===== config.mk =====
export PLATFORM = sky130hd
export DESIGN_NAME = sdgt_cell
export DESIGN_NICKNAME = d
export VERILOG_FILES = /design/src/rtl/sdgt_pkg.sv /design/src/rtl/sdgt_cell.sv
export SDC_FILE = /design/constraint.sdc
export NUM_CORES = 1
export LEC_CHECK = 0
export BUFFER_PORTS_ARGS = -buffer_cell sky130_fd_sc_hd__buf_2
export CAP_MARGIN = 20
export CORE_ASPECT_RATIO = 0.75
export CORE_MARGIN = 3
export CORE_UTILIZATION = 33
export DETAILED_ROUTE_END_ITERATION = 8
export PLACE_DENSITY = 0.7
export SYNTH_ARGS = -nofsm -noshare
export SYNTH_HDL_FRONTEND = slang
export SYNTH_SLANG_ARGS = --single-unit

===== constraint.sdc =====
create_clock -name clk -period 1.79 [get_ports clk]
set_clock_uncertainty 0.2 [all_clocks]
set_input_delay 0.0895 -clock clk [delete_from_list [all_inputs] [get_ports clk]]
set_output_delay 0.0895 -clock clk [all_outputs]
set_load 0.01 [all_outputs]

===== src/rtl/sdgt_pkg.sv =====
// Shared types and constants for the sequence duplicate and gap tracker.
`default_nettype none

package sdgt_pkg;

  // Width of one sequence number.
  localparam int SeqW = 64;

  // Default number of recent numbers kept in the window.
  localparam int WindowDepthDefault = 256;

  // Number of cell hit flags combined in the first level of the match tree.
  localparam int HitGroupSize = 16;

  // Result event codes.
  typedef enum logic [1:0] {
    EV_IN_ORDER     = 2'd0,
    EV_DUPLICATE    = 2'd1,
    EV_OUT_OF_ORDER = 2'd2,
    EV_GAP          = 2'd3
  } event_t;

  // Sequencer states for one request.
  typedef enum logic [2:0] {
    ST_IDLE,
    ST_COMPARE,
    ST_REDUCE_GROUPS,
    ST_REDUCE_ALL,
    ST_DECIDE
  } state_t;

  // Ordering of a new number against the highest number seen so far.
  typedef struct packed {
    logic            below;    // number is below the highest
    logic            above;    // number is above the highest
    logic            gap;      // number is more than one above the highest
    logic [SeqW-1:0] missing;  // count of skipped numbers, zero without a gap
  } order_t;

endpackage

`default_nettype wire


===== src/rtl/sdgt_cell.sv =====
// One window cell: holds a recent sequence number and matches it against the query.
`default_nettype none

module sdgt_cell
  import sdgt_pkg::*;
(
  input  wire logic            clk,
  input  wire logic            rst,
  input  wire logic            shift_en,
  input  wire logic [SeqW-1:0] prev_value,
  input  wire logic            prev_valid,
  input  wire logic [SeqW-1:0] query,
  output logic [SeqW-1:0]      value,
  output logic                 valid,
  output logic                 hit
);

  // The valid flag follows the window shift and is cleared by reset.
  always_ff @(posedge clk) begin
    if (rst) begin
      valid <= 1'b0;
    end else if (shift_en) begin
      valid <= prev_valid;
    end
  end

  // The stored number moves one cell on when a new number enters the window.
  always_ff @(posedge clk) begin
    if (shift_en) begin
      value <= prev_value;
    end
  end

  // Local compare against the query, registered.
  always_ff @(posedge clk) begin
    if (rst) begin
      hit <= 1'b0;
    end else begin
      hit <= valid && (value == query);
    end
  end

endmodule

`default_nettype wire


==> Word level (Yosys, flattened, before mapping) <==
Cells that the tools add are included.
{ "op_classes": {"n_reduce_logical": 1, "eq_ne": 1} }
{ "op_table": {"columns": ["op", "count"], "rows": [
  ["equality test 64 bit", 1],
  ["logical AND 1 bit", 1]
]} }
{ "totals": {"reg_bits": 66, "input_bits": 132, "wordCells": 5, "out_inout_bits": 66} }

==> Depth between registers and ports, before layout <==
{ "logic_depth": {"word_depth": 2, "mapped_depth": 5, "ltp_nobuf": 5} }

==> Worst setup path before layout <==
Ideal clock, no wire load.
{ "synth_timing": {"path_kind": "register to register", "startpoint": "register value[12]", "endpoint": "register hit", "setup_slack_ns": -0.027, "n_path_buf": 0, "t_arrival_ns": 1.529, "path_stages_with_launch": 6, "period_less_slack_ns": 1.817, "setup_ns": 0.088, "required_time_ns": 1.502, "cell_sequence": "edfxtp_1 > nor2b_1 > a2111o_1 > a2111oi_2 > nand4_1 > nor4_2"} }
{ "synth_via": {"elab_chain_cells": 2} }
{ "synth_lines": {"columns": ["element", "line_no", "source"], "rows": [
  ["start, declared", "sdgt_cell.sv:13", "output logic [SeqW-1:0] value,"],
  ["start signal, assigned", "sdgt_cell.sv:30", "value <= prev_value;"],
  ["equality test 64 bit", "sdgt_cell.sv:39", "hit <= valid && (value == query);"],
  ["logical AND 1 bit", "sdgt_cell.sv:39", null],
  ["end signal, assigned", "sdgt_cell.sv:39", null],
  ["end, declared", "sdgt_cell.sv:15", "output logic hit"]
]} }
No other way between the ends.
A chain may end at the register's enable or synchronous reset.

==> Worst setup path in the final report <==
Ends and elaborated chain as after synthesis.

==> flow_metrics.py <==
metrics = {
    "outcome": {
        "status": "finished with violations",
        "violations": "negative setup slack",
    },
    "timing": {
        "tns_ns": -0.0374,
        "period_share": 1.02,
        "worst_slack_ns": -0.0374,
        "setup_viol": 1,
        "report.final.hold_viol_count": 0,
        "maxSlewHeadroom": 0.711,
        "maxClockFrequency_mhz": 547,
        "fin_hold_ws_ns": 0.0284,
        "post-route-min-period_ns": 1.83,
        "worst_pin_slew_ns": 0.430,
        "slew_viol_final": 0,
        "rsz0062_at_grt": "yes",
    },
    "critical_path": {
        "arrival_ns": 1.88,
        "end_kind": "register",
        "required_ns": 1.84,
        "crit_type": "register to register",
        "worst-path-max-fanout": 2,
        "cp-start-kind": "register",
    },
    "place": {
        "post-dp-hpwl_um": 6290,
        "place_area_sq_um": 3920,
        "place_congestion": 0.882,
        "port_buffers": 197,
        "dp_slack_ns": -0.120,
    },
    "route": {
        "wl_um": 9020,
        "drtIter0Drc": 106,
        "dr.pass1.iters": 4,
        "vias": 2577,
        "drtAntennaViolNets": 0,
        "post_drt_via_cell_ratio": 4.46,
        "drc": 0,
        "wire_per_inst_um": 15.6,
    },
    "die": {
        "fp.coreArea_sq_um": 8020,
        "die_area_sq_um": 9540,
        "die_h_um": 85.3,
        "start_util": 0.345,
        "placementRows": 28,
        "io_pins": 198,
        "die_w_um": 112,
    },
    "grt": {
        "grt_max_degree": 34,
        "antenna_found_initial": 1,
        "grt_pass1_wl_um": 13800,
        "grt_pass1_vias": 2887,
        "overflow": 0,
        "grtUsageTotal": 0.187,
    },
    "power_and_ir_drop": {
        "swShare": 0.262,
        "combPwrFrac": 0.190,
        "peakVddDrop_v": 0.000465,
        "power.density_nw_per_um2": 758,
        "internal-power_w": 0.00273,
        "seq_power_share": 0.518,
        "p_sw_w": 0.000967,
        "pwr-share-clk": 0.292,
        "power.leakage_nw": 2.15,
    },
    "clock_tree": {
        "clock-root-buffer": "clkbuf_8",
        "cts_num_sinks": 66,
        "cts_tree": "done",
        "clockBufferDepth": 2,
        "clk_latency_ns": 0.34,
        "htreeDepth": 3,
        "path_clk_slew_ns": 0.07,
        "cts_buffers": 9,
    },
    "yosys": {
        "yosysWarnings": 0,
        "ys_ff_latch": 66,
        "yosysTopAreaCellShare": 0.694,
        "synth_cell_types": 21,
        "synthMostInstantiatedCell": "edfxtp_1",
        "yosysTopAreaCell": "edfxtp_1",
        "ys_dominant_reg_cell": "edfxtp_1",
        "synth_area_sq_um": 2770,
        "synth_common_cells": "edfxtp_1 (64), xnor2_1 (24), inv_1 (20), xor2_1 (20), nand4_1 (9)",
        "syn_inst": 178,
        "synth-async-reset-ratio": 0,
        "avgSynthCellArea_sq_um": 15.6,
        "seq_area_frac_synth": 0.709,
        "syn-num-nets": 310,
        "synth_edf_count": 64,
        "synth_area_leaders": "edfxtp_1 (69%), xnor2_1 (7.6%), xor2_1 (6.3%)",
    },
    "layout": {
        "final_util": 0.607,
        "drive_gt1_frac": 0.470,
        "finalInstanceArea_sq_um": 4870,
        "layout.nets": 599,
        "syn_to_final_growth_pct": 76.0,
    },
    "min_path": {
        "min_path_type": "input port to register",
    },
    "job": {
        "drv_cap": 0,
    },
}
kinds of logic after synthesis:
logic type | synth area share
DFF | 0.709
xor gates and xnor gates | 0.139
and+or+nand+nor | 0.0633
buffers and inverters | 0.0285
AOI/OAI and AO/OA | 0.0569
muxes | 0.00362
metal layers:
| layer | global-route usage | vias up | wire, um |
|---|---|---|---|
| li1 | - | 1242 | - |
| met1 | 0.207 | 1187 | 3550 |
| met2 | 0.337 | 131 | 4640 |
| met3 | 0.0634 | 17 | 669 |
| met4 | 0.0674 | 0 | 161 |
| met5 | 0 | - | 0 |
through the flow:
stage          std cells  power, W
2_1_floorplan        178   0.00216
3_3_place_gp         485   0.00249
3_5_place_dp         485   0.00251
4_1_cts              576   0.00372
5_1_grt              578   0.00388
6_report             578   0.00369
path summary, 6_finish.rpt:
check                                         start              to  slack [ns]  cells past startpoint
worst max-delay path            value[12]$_DFFE_PP_  hit$_SDFF_PP0_       -0.04                      5
worst min-delay path                      query[13]  hit$_SDFF_PP0_        0.03                      5
worst max register to register  value[12]$_DFFE_PP_  hit$_SDFF_PP0_       -0.04                      5
worst min register to register  value[57]$_DFFE_PP_  hit$_SDFF_PP0_        0.45                      3
flip-flops by register name (all words and copies together) (netlist names):
name	count
hit	1
valid	1
value	64
power groups by stage:
stage / logic [W] / registers [W] / clock network (W)
2_1_floorplan: 0.000158 / 0.00200 / 0
3_3_place_gp: 0.000552 / 0.00194 / 0
3_5_place_dp: 0.000561 / 0.00195 / 0
4_1_cts: 0.000693 / 0.00191 / 0.00111
5_1_grt: 0.000764 / 0.00193 / 0.00118
6_report: 0.000702 / 0.00191 / 0.00108
repair_timing:
action	CTS	global route
resized for setup	1	1
hold buffers	75	0
hold endpoints to repair	66	0
setup buffers	0	1
pin swaps	2	6
endpoints found under the setup margin	1	1
worst max-delay path: stages (launching register included):
cell	delay [ns]
edfxtp_1	0.37
nor2b_1	0.14
a2111o_1	0.43
a2111oi_4	0.21
nand4_1	0.15
nor4_2	0.24
cell usage in the layout, fill, tap and decap left out:
| cell | instances |
|---|---|
| clkinv_4 | 1 |
| clkbuf_8 | 9 |
| buf_2 | 197 |
| clkinv_1 | 3 |
| nor4_1 | 4 |
| dfxtp_1 | 2 |
| xor2_1 | 20 |
| edfxtp_1 | 64 |
| o22ai_1 | 8 |
| a2111oi_4 | 1 |
| clkinvlp_4 | 2 |
| a2111o_1 | 2 |
| nand2_1 | 2 |
| inv_1 | 20 |
| o2111ai_1 | 1 |
| inv_6 | 1 |
| nor2_1 | 2 |
| nand4_1 | 9 |
| nor2b_1 | 4 |
| xnor2_1 | 24 |
| a221oi_1 | 2 |
| dlygate4sd3_1 | 75 |
| a22o_1 | 2 |
| buf_4 | 6 |
| nor4_2 | 4 |
| mux2i_1 | 1 |
| clkinv_2 | 1 |
| diode_2 | 1 |
| o2bb2ai_1 | 3 |
| nor3_1 | 2 |
layout make-up:
type | instances | area [sq um]
fill | 656 | 3150
sequential | 66 | 1960
timing repair buffer | 278 | 1780
multi-input combinational | 91 | 747
tap | 105 | 131
clock buffer | 9 | 124
inverter | 21 | 78.8
clock inverter | 7 | 45.0
antenna | 1 | 2.50
Power figures use the tool's default switching activity.
