==> src/rtl/sdgt_pkg.sv <==
// Shared types and constants for the sequence duplicate and gap tracker.
`default_nettype none

package sdgt_pkg;

  // Width of one sequence number.
  localparam int SeqW = 64;

  // Default number of recent numbers kept in the window.
  localparam int WindowDepthDefault = 256;

  // Number of cell hit flags combined in the first level of the match tree.
  localparam int HitGroupSize = 16;

  // Result event codes.
  typedef enum logic [1:0] {
    EV_IN_ORDER     = 2'd0,
    EV_DUPLICATE    = 2'd1,
    EV_OUT_OF_ORDER = 2'd2,
    EV_GAP          = 2'd3
  } event_t;

  // Sequencer states for one request.
  typedef enum logic [2:0] {
    ST_IDLE,
    ST_COMPARE,
    ST_REDUCE_GROUPS,
    ST_REDUCE_ALL,
    ST_DECIDE
  } state_t;

  // Ordering of a new number against the highest number seen so far.
  typedef struct packed {
    logic            below;    // number is below the highest
    logic            above;    // number is above the highest
    logic            gap;      // number is more than one above the highest
    logic [SeqW-1:0] missing;  // count of skipped numbers, zero without a gap
  } order_t;

endpackage

`default_nettype wire

==> src/rtl/sdgt_order.sv <==
// Two-stage compare of a new number against the highest number seen.
`default_nettype none

module sdgt_order
  import sdgt_pkg::*;
(
  input  wire logic            clk,
  input  wire logic [SeqW-1:0] seq,
  input  wire logic [SeqW-1:0] highest,
  output order_t               order
);

  logic [SeqW:0] diff;

  // First stage: wide subtract, the top bit is the borrow.
  always_ff @(posedge clk) begin
    diff <= {1'b0, seq} - {1'b0, highest};
  end

  // Second stage: classify the difference and form the skipped count.
  always_ff @(posedge clk) begin
    order.below <= diff[SeqW];
    order.above <= !diff[SeqW] && (diff[SeqW-1:0] != '0);
    order.gap   <= !diff[SeqW] && (diff[SeqW-1:1] != '0);
    if (!diff[SeqW] && (diff[SeqW-1:1] != '0)) begin
      order.missing <= diff[SeqW-1:0] - {{(SeqW-1){1'b0}}, 1'b1};
    end else begin
      order.missing <= '0;
    end
  end

endmodule

`default_nettype wire

==> config.mk <==
export PLATFORM = sky130hd
export DESIGN_NAME = sdgt_order
export DESIGN_NICKNAME = d
export VERILOG_FILES = /design/src/rtl/sdgt_pkg.sv /design/src/rtl/sdgt_order.sv
export SDC_FILE = /design/constraint.sdc
export NUM_CORES = 1
export LEC_CHECK = 0
export BUFFER_PORTS_ARGS = -buffer_cell sky130_fd_sc_hd__buf_2
export CAP_MARGIN = 20
export CORE_UTILIZATION = 59
export CTS_CLUSTER_DIAMETER = 150
export CTS_CLUSTER_SIZE = 14
export DETAILED_ROUTE_END_ITERATION = 6
export GPL_TIMING_DRIVEN = 0
export PLACE_DENSITY_LB_ADDON = 0.2
export SETUP_SLACK_MARGIN = 0.15
export SYNTH_ARGS = -nofsm -noshare
export SYNTH_HDL_FRONTEND = slang
export SYNTH_SLANG_ARGS = --single-unit
==> constraint.sdc <==
create_clock -name clk -period 6 [get_ports clk]
set_input_delay 1.2 -clock clk [delete_from_list [all_inputs] [get_ports clk]]
set_output_delay 1.2 -clock clk [all_outputs]
set_load 0.05 [all_outputs]
* Word-level counts from Yosys, hierarchy flattened
Index checks and enable logic that the tools add are counted.
** Storage, ports and cells
- Register bits :: 132
- Output and inout port bits :: 67
- Bits of input ports :: 129
** Cells by class
- Reduce and logical (&&, ||, !) cells :: 5
- $add $sub $neg :: 2
** Operators with widths (count)
- subtractor 64 x 64 -> 65 bit :: 1
- nonzero test 64 bit :: 1
- subtractor 64 x 1 -> 64 bit (second input constant) :: 1
- nonzero test 63 bit :: 1
- logical AND 1 bit :: 2
- logical NOT 1 bit :: 1

* Longest topological paths before layout
Gate-level depths: netlist (run 1).
- Depth after elaboration :: 2
- Mapped depth :: 12
- Gate-level depth less buffers :: 12

* Least setup slack after synthesis (run 1)
No wires, ideal clock.
- Path type :: input port to flip-flop
- From :: in seq[0]
- To :: reg diff[62]
- Stages :: 12
- Buffers on the path :: 0
- Slack :: 2.224 ns
- Arrival time :: 3.640 ns
- Required time :: 5.864 ns
- Cells stage by stage :: inv_1 -> ha_1 -> fa_1 -> nand2b_1 -> a21oi_1 -> o21ai_0 -> o21a_1 -> o21ai_0 -> a211o_1 -> a21oi_1 -> o41ai_1 -> xor2_1
** Between the ends
- Word-level cells in the longest chain between the ends :: 1
** Ends and longest elaborated chain
- start, declared :: RTL line sdgt_order.sv:8 : input wire logic [SeqW-1:0] seq,
- subtractor 64 x 64 -> 65 bit :: RTL line sdgt_order.sv:17 : diff <= {1'b0, seq} - {1'b0, highest};
- end signal, assigned :: RTL line sdgt_order.sv:17
- end, declared :: RTL line sdgt_order.sv:13 : logic [SeqW:0] diff;
No other way between the ends.
A chain may end at the register's enable or synchronous reset.

* Worst setup path in the final report (run 1)
Ends and elaborated chain as after synthesis.

==> results of run 1 <==
[layout by cell type, fill, tap and decap left out, drive strengths merged, types with 5 or more instances in the layout]
| cell type | Yosys | final |
|---|---|---|
| ha | 66 | 66 |
| or3 | 19 | 19 |
| a31oi | 7 | 7 |
| a221oi | 5 | 5 |
| nand2b | 9 | 9 |
| nor4 | 13 | 13 |
| a21o | 19 | 19 |
| nand2 | 87 | 87 |
| o211ai | 7 | 7 |
| nor2 | 108 | 108 |
| o21a | 10 | 10 |
| xor2 | 49 | 49 |
| inv | 87 | 87 |
| o21ai | 52 | 52 |
| a21oi | 100 | 100 |
| nor2b | 8 | 8 |
| nand4 | 24 | 24 |
| clkinv | 0 | 5 |
| o21bai | 16 | 16 |
| dfxtp | 132 | 132 |
| clkbuf | 32 | 51 |
| buf | 1 | 196 |
| nand3 | 24 | 24 |
| xnor2 | 60 | 60 |
| nor3 | 38 | 38 |
| or4 | 12 | 12 |
[kinds of logic after synthesis]
family | Yosys count
compound gates | 244
xor+xnor | 109
fa+ha+maj | 67
buf+inv | 120
flops | 132
simple gates | 361
[critical path, delay by kind of cell]
kind	cells	cell delay, ps
compound gates	7	2570
fa+ha+maj	2	610
simple gates	1	190
buf+inv	2	100
xor+xnor	1	170
[power breakdown]
part	internal, mW	total, mW	switching (mW)
logic	0.320	0.939	0.619
registers	1.04	1.18	0.136
clock network	0.672	1.04	0.366
total	2.04	3.16	1.12
[cell usage after synthesis, types with 10 or more instances]
cell type	instances
a21oi_1	100
clkbuf_1	32
nand4_1	24
o21bai_1	16
nor2_1	106
nand2_1	87
or3_1	19
dfxtp_1	132
o21ai_0	52
a21o_1	19
nor3_1	38
ha_1	66
nor4_1	12
o21a_1	10
inv_1	87
nand3_1	24
xnor2_1	60
xor2_1	49
[registers in the layout, indices dropped and copies added, names as in the netlist]
signal and cells:
order 67, diff 65
[worst min path at each step]
stage              from        end  slack, ps
2_1_floorplan  diff[64]  order[66]        350
3_3_place_gp   diff[64]  order[66]        370
3_5_place_dp   diff[64]  order[66]        380
4_1_cts        diff[64]  order[66]        390
5_1_grt        diff[64]  order[66]        410
6_report       diff[64]  order[66]        390
[through the flow]
stage | instances | util [%] | cell area, µm² | power, mW | hold WS, ps
after floorplan | 1033 | - | 8139 | 1.853 | 350.8
after global placement | 1404 | 69.94 | 9335 | 2.102 | 370.2
after detailed placement | 1404 | 69.94 | 9335 | 2.115 | 378.7
after CTS | 1435 | 74.50 | 9945 | 3.154 | 391.2
after global routing | 1435 | 74.50 | 9945 | 3.298 | 409.8
final | 1435 | 74.50 | 9945 | 3.158 | 393.3
[final cells by class]
class	count	area (µm²)	area share, %
buffer	33	125.1	1.258
timing repair buffer	195	975.9	9.814
inverter	87	326.6	3.284
sequential	132	2643	26.57
multi-input combinational	781	5045	50.73
clock inverter	12	156.4	1.573
tap	176	220.2	2.214
clock buffer	19	452.9	4.555
[per-layer routing]
layer / routed length (µm) / up-vias
met5: 0 / -
met4: 333 / 0
met3: 1478 / 32
met2: 10270 / 321
met1: 9434 / 3711
li1: - / 4031
==> impl_metrics.py, run 1 <==
metrics = {
    "power_and_ir_drop": {
        "cellLeakagePower_nw": 4.588,
        "ir_drop_mv": 0.2184,
        "powerDensity_mw_per_mm2": 317.6,
    },
    "final_layout": {
        "nets": 1443,
        "fillers": 1086,
        "areaGrowthSynthToFinish_pct": 22.18,
        "drive_gt1_share_pct": 19.22,
        "antenna_cells": 0,
    },
    "routing": {
        "wire_per_inst_um": 14.99,
        "drc": 0,
        "drt_wl_total_um": 21510,
        "first_iter_violations": 589,
        "firstDrtPassIters": 7,
        "final_antenna_net_count": 0,
        "avgViaCountPerCell": 5.641,
        "vias": 8095,
    },
    "synth": {
        "synth_top_area_share_pct": 32.47,
        "netlist_top_cells_area": "dfxtp_1 32%, ha_1 10%, xnor2_1 6.5%",
        "synthArstFlopShare_pct": 0,
        "synth_area_per_cell_um2": 7.879,
        "ys_types": 55,
        "syn-num-nets": 1229,
        "synth_top_family_by_area": "simple AND/OR/NAND/NOR gates",
        "synth_edf_count": 0,
        "synthAdderAreaFrac_pct": 10.39,
        "syn_area_mm2": 0.008139,
        "synthMuxAreaShare_pct": 0,
        "synth_ff_type": "dfxtp_1",
        "synth-seq-cells": 132,
        "synth_simple_gate_area_share_pct": 21.68,
        "syn_inst": 1033,
        "yosysTopAreaCell": "dfxtp_1",
        "ys_seq_area_share_pct": 32.47,
        "synth_xor_area_share_pct": 11.73,
        "synth_warnings": 0,
        "synth_compound_area_share_pct": 18.19,
    },
    "grt": {
        "use_met2_pct": 52.38,
        "grt_pass1_vias": 7330,
        "grt_max_degree": 17,
        "use_met1_pct": 39.14,
        "use_met3_pct": 4.646,
        "busiest_layer": "met2",
        "grt_overflow_total": 0,
        "antenna_found_initial": 0,
        "grtUsageTotal_pct": 30.20,
        "grt_pass1_wl_um": 34250,
    },
    "worst_setup_path": {
        "critPathSlowestCell": "o21ai_0",
        "critPathLaunchType": "input port",
        "rrSetupSlack_ps": 1910,
        "r2r-start": "diff[1]",
        "cp_max_fo": 5,
        "slowest_delay_ps": 730,
        "reg2reg_to": "order[54]",
        "path_class": "in2reg",
        "crit_chain": "buf_2, inv_1, ha_1, fa_1, nand2b_1, a21oi_1, o21ai_0, o21a_1, o21ai_0, a211o_1, a21oi_1, o41ai_1, xor2_1",
        "critical_path_arrival_ps": 4860,
        "crit_start": "seq[0]",
        "cp-endpoint": "diff[62]",
        "required_ps": 6340,
        "worstRegToRegCells": 12,
        "cp-end-kind": "register",
    },
    "status": {
        "status": "finished clean",
    },
    "clock_tree": {
        "ctsHtreeMaxLevel": 4,
        "hold_buffers": 0,
        "post_cts_buffers": 0,
        "insertion_delay_ps": 410,
        "path_clk_slew_ps": 60,
        "cts-buffers-inserted": 17,
        "cts_tree": "built",
        "clock-sinks": 132,
        "cts_resized": 0,
        "clk_path_buf_depth": 2,
        "cts_root_buffer": "clkbuf_16",
    },
    "worst_hold_path": {
        "whs_path_depth": 0,
        "hp-class": "reg2reg",
    },
    "job": {
        "drv_cap": 0,
    },
    "placed_design": {
        "dpl.hpwl_um": 16910,
        "portBuffers": 195,
        "gp_congestion": 0.9446,
        "pre_cts_ws_ps": 1192,
    },
    "sta": {
        "drv_slew": 0,
        "setup_viol": 0,
        "clock_skew_ps": 7.612,
        "min_period_ps": 4525,
        "tightest_slew_ps": 901.0,
        "slew_headroom_pct": 39.30,
        "post-route-period-util_pct": 75.42,
        "worst_slack_ps": 1475,
        "rsz0062_at_grt": "false",
        "fin_tns_setup_ps": 0,
        "final_hold_viol_count": 0,
        "fmax_ghz": 0.2210,
    },
    "floorplan": {
        "initial_core_util_pct": 60.98,
        "die_h_um": 119.5,
        "die_area_mm2": 0.01427,
        "rows": 42,
        "pin_count": 196,
        "die_x_um": 119.5,
        "core-area_mm2": 0.01335,
    },
}
Note: power is estimated with default switching activity, not from simulation.
==> inputs of run 2 (changes only) <==
- CORE_UTILIZATION: 59 -> 49
- clock period: 6 -> 4.01 ns (I/O delays scaled with it)
==> run 2 against run 1 <==
  * Critical path depth did not move
  * First-iteration DRC count fell by 19%
  * Register-to-register slack got worse by 1500 ps
  * Critical path type unchanged
==> impl_metrics.py, run 2 (same netlist as run 1, synthesis figures left out) <==
metrics = {
    "floorplan": {
        "rows": 46,
        "die_area_mm2": 0.01713,
        "core-area_mm2": 0.01606,
        "pin_count": 196,
        "die_h_um": 130.9,
        "die_x_um": 130.9,
        "initial_core_util_pct": 50.69,
    },
    "sta": {
        "drv_slew": 0,
        "min_period_ps": 3680,
        "setup_viol": 0,
        "slew_headroom_pct": 49.63,
        "fmax_ghz": 0.2718,
        "clock_skew_ps": 8.255,
        "tightest_slew_ps": 752.0,
        "rsz0062_at_grt": "false",
        "final_hold_viol_count": 0,
        "post-route-period-util_pct": 91.77,
    },
    "clock_tree": {
        "hold_buffers": 0,
        "clock-sinks": 132,
        "cts_tree": "built",
        "clk_path_buf_depth": 2,
        "path_clk_slew_ps": 60,
        "ctsHtreeMaxLevel": 4,
        "cts-buffers-inserted": 17,
        "insertion_delay_ps": 400,
        "cts_root_buffer": "clkbuf_16",
        "post_cts_buffers": 0,
    },
    "routing": {
        "avgViaCountPerCell": 5.378,
        "vias": 7932,
        "final_antenna_net_count": 0,
        "first_iter_violations": 480,
        "drc": 0,
        "wire_per_inst_um": 13.99,
        "drt_wl_total_um": 20640,
        "firstDrtPassIters": 5,
    },
    "worst_hold_path": {
        "hp-class": "reg2reg",
        "whs_path_depth": 0,
        "hold_path_end": "order[66]",
        "worstHoldStart": "diff[64]",
    },
    "grt": {
        "grt_pass1_vias": 6893,
        "grtUsageTotal_pct": 24.45,
        "antenna_found_initial": 0,
        "grt_max_degree": 17,
        "grt_pass1_wl_um": 32800,
        "grt_overflow_total": 0,
    },
    "worst_setup_path": {
        "required_ps": 4330,
        "critical_path_arrival_ps": 4000,
        "r2r-start": "diff[21]",
        "path_class": "in2reg",
        "rrSetupSlack_ps": 450,
        "worstRegToRegCells": 8,
        "cp-end-kind": "register",
        "critPathLaunchType": "input port",
        "cp_max_fo": 5,
        "reg2reg_to": "order[43]",
    },
    "final_layout": {
        "antenna_cells": 0,
        "final_util_pct": 62.13,
        "largest_reg_flops": 67,
        "nets": 1443,
        "largest-register": "order",
        "areaGrowthSynthToFinish_pct": 22.58,
        "layout_commonest_cell": "buf_2",
        "most-common-layout-cells": "196 x buf_2, 132 x dfxtp_1, 106 x nor2_1, 100 x a21oi_1",
        "reg_top3": "order x67, diff x65",
        "drive_gt1_share_pct": 19.30,
    },
    "placed_design": {
        "portBuffers": 195,
        "gp_congestion": 1.001,
        "dpl.hpwl_um": 16740,
    },
    "job": {
        "drv_cap": 0,
    },
    "power_and_ir_drop": {
        "power_mw": 4.634,
        "ir_drop_mv": 0.3443,
        "powerDensity_mw_per_mm2": 464.5,
        "cellLeakagePower_nw": 4.575,
    },
    "status": {
        "status": "finished clean",
    },
}
run 2: area by class of cell:
cell class                      count  area [µm²]
Tap cell                          216       270.3
Timing Repair Buffer              195       975.9
Clock buffer                       20       446.7
Buffer                             33       125.1
Fill cell                        1493        6081
Multi-Input combinational cell    781        5062
Sequential cell                   132        2643
Inverter                           87       326.6
Clock inverter                     11       127.6
run 2: critical path, stage by stage:
cell and delay (ps):
buf_2 70, inv_1 30, ha_1 210, fa_1 390, nand2b_1 180, a21oi_1 250, o21ai_0 220, o21a_1 310
o21ai_1 470, a211o_1 290, a21oi_1 170, o41ai_1 400, xor2_1 190
run 2: through the flow:
stage / hold WS [ps] / instance area, µm² / setup WS, ps / setup TNS (ps) / instances
after global routing: 406.3 / 9977 / 150.5 / 0 / 1475
after CTS: 397.5 / 9966 / 318.9 / 0 / 1475
after floorplan: 350.8 / 8139 / 632.0 / 0 / 1033
after detailed placement: 386.9 / 9385 / -277.4 / -559.9 / 1444
final: 399.2 / 9977 / 330.2 / 0 / 1475
after global placement: 371.6 / 9385 / -269.9 / -521.6 / 1444
run 2: what timing repair did:
action,in CTS,in global routing
endpoints found under the hold margin,0,0
setup endpoints to repair,2,5
gates resized for setup,2,3
pin swaps,0,0
run 2: worst max path at each step:
stage                     startpoint        end  slack (ps)  depth (start not counted)
after floorplan               seq[0]   diff[62]         630                         12
after detailed placement      seq[0]   diff[62]        -280                         13
after global routing         diff[0]  order[54]         150                         12
final                         seq[0]   diff[62]         330                         13
after global placement        seq[0]   diff[62]        -270                         13
after CTS                     seq[2]   diff[63]         320                         11
run 2: layer usage:
| layer | vias up | wire [µm] | track usage, % |
|---|---|---|---|
| met5 | - | 0 | 0 |
| met2 | 258 | 9240 | 38.84 |
| met4 | 0 | 424 | 7.776 |
| li1 | 4025 | - | - |
| met3 | 34 | 1058 | 3.542 |
| met1 | 3615 | 9919 | 34.05 |
run 2: where the power goes:
part	switching (mW)	leakage (nW)	internal, mW
Clock	0.552	0.273	0.932
Sequential	0.194	1.10	1.56
Combinational	0.915	3.20	0.479
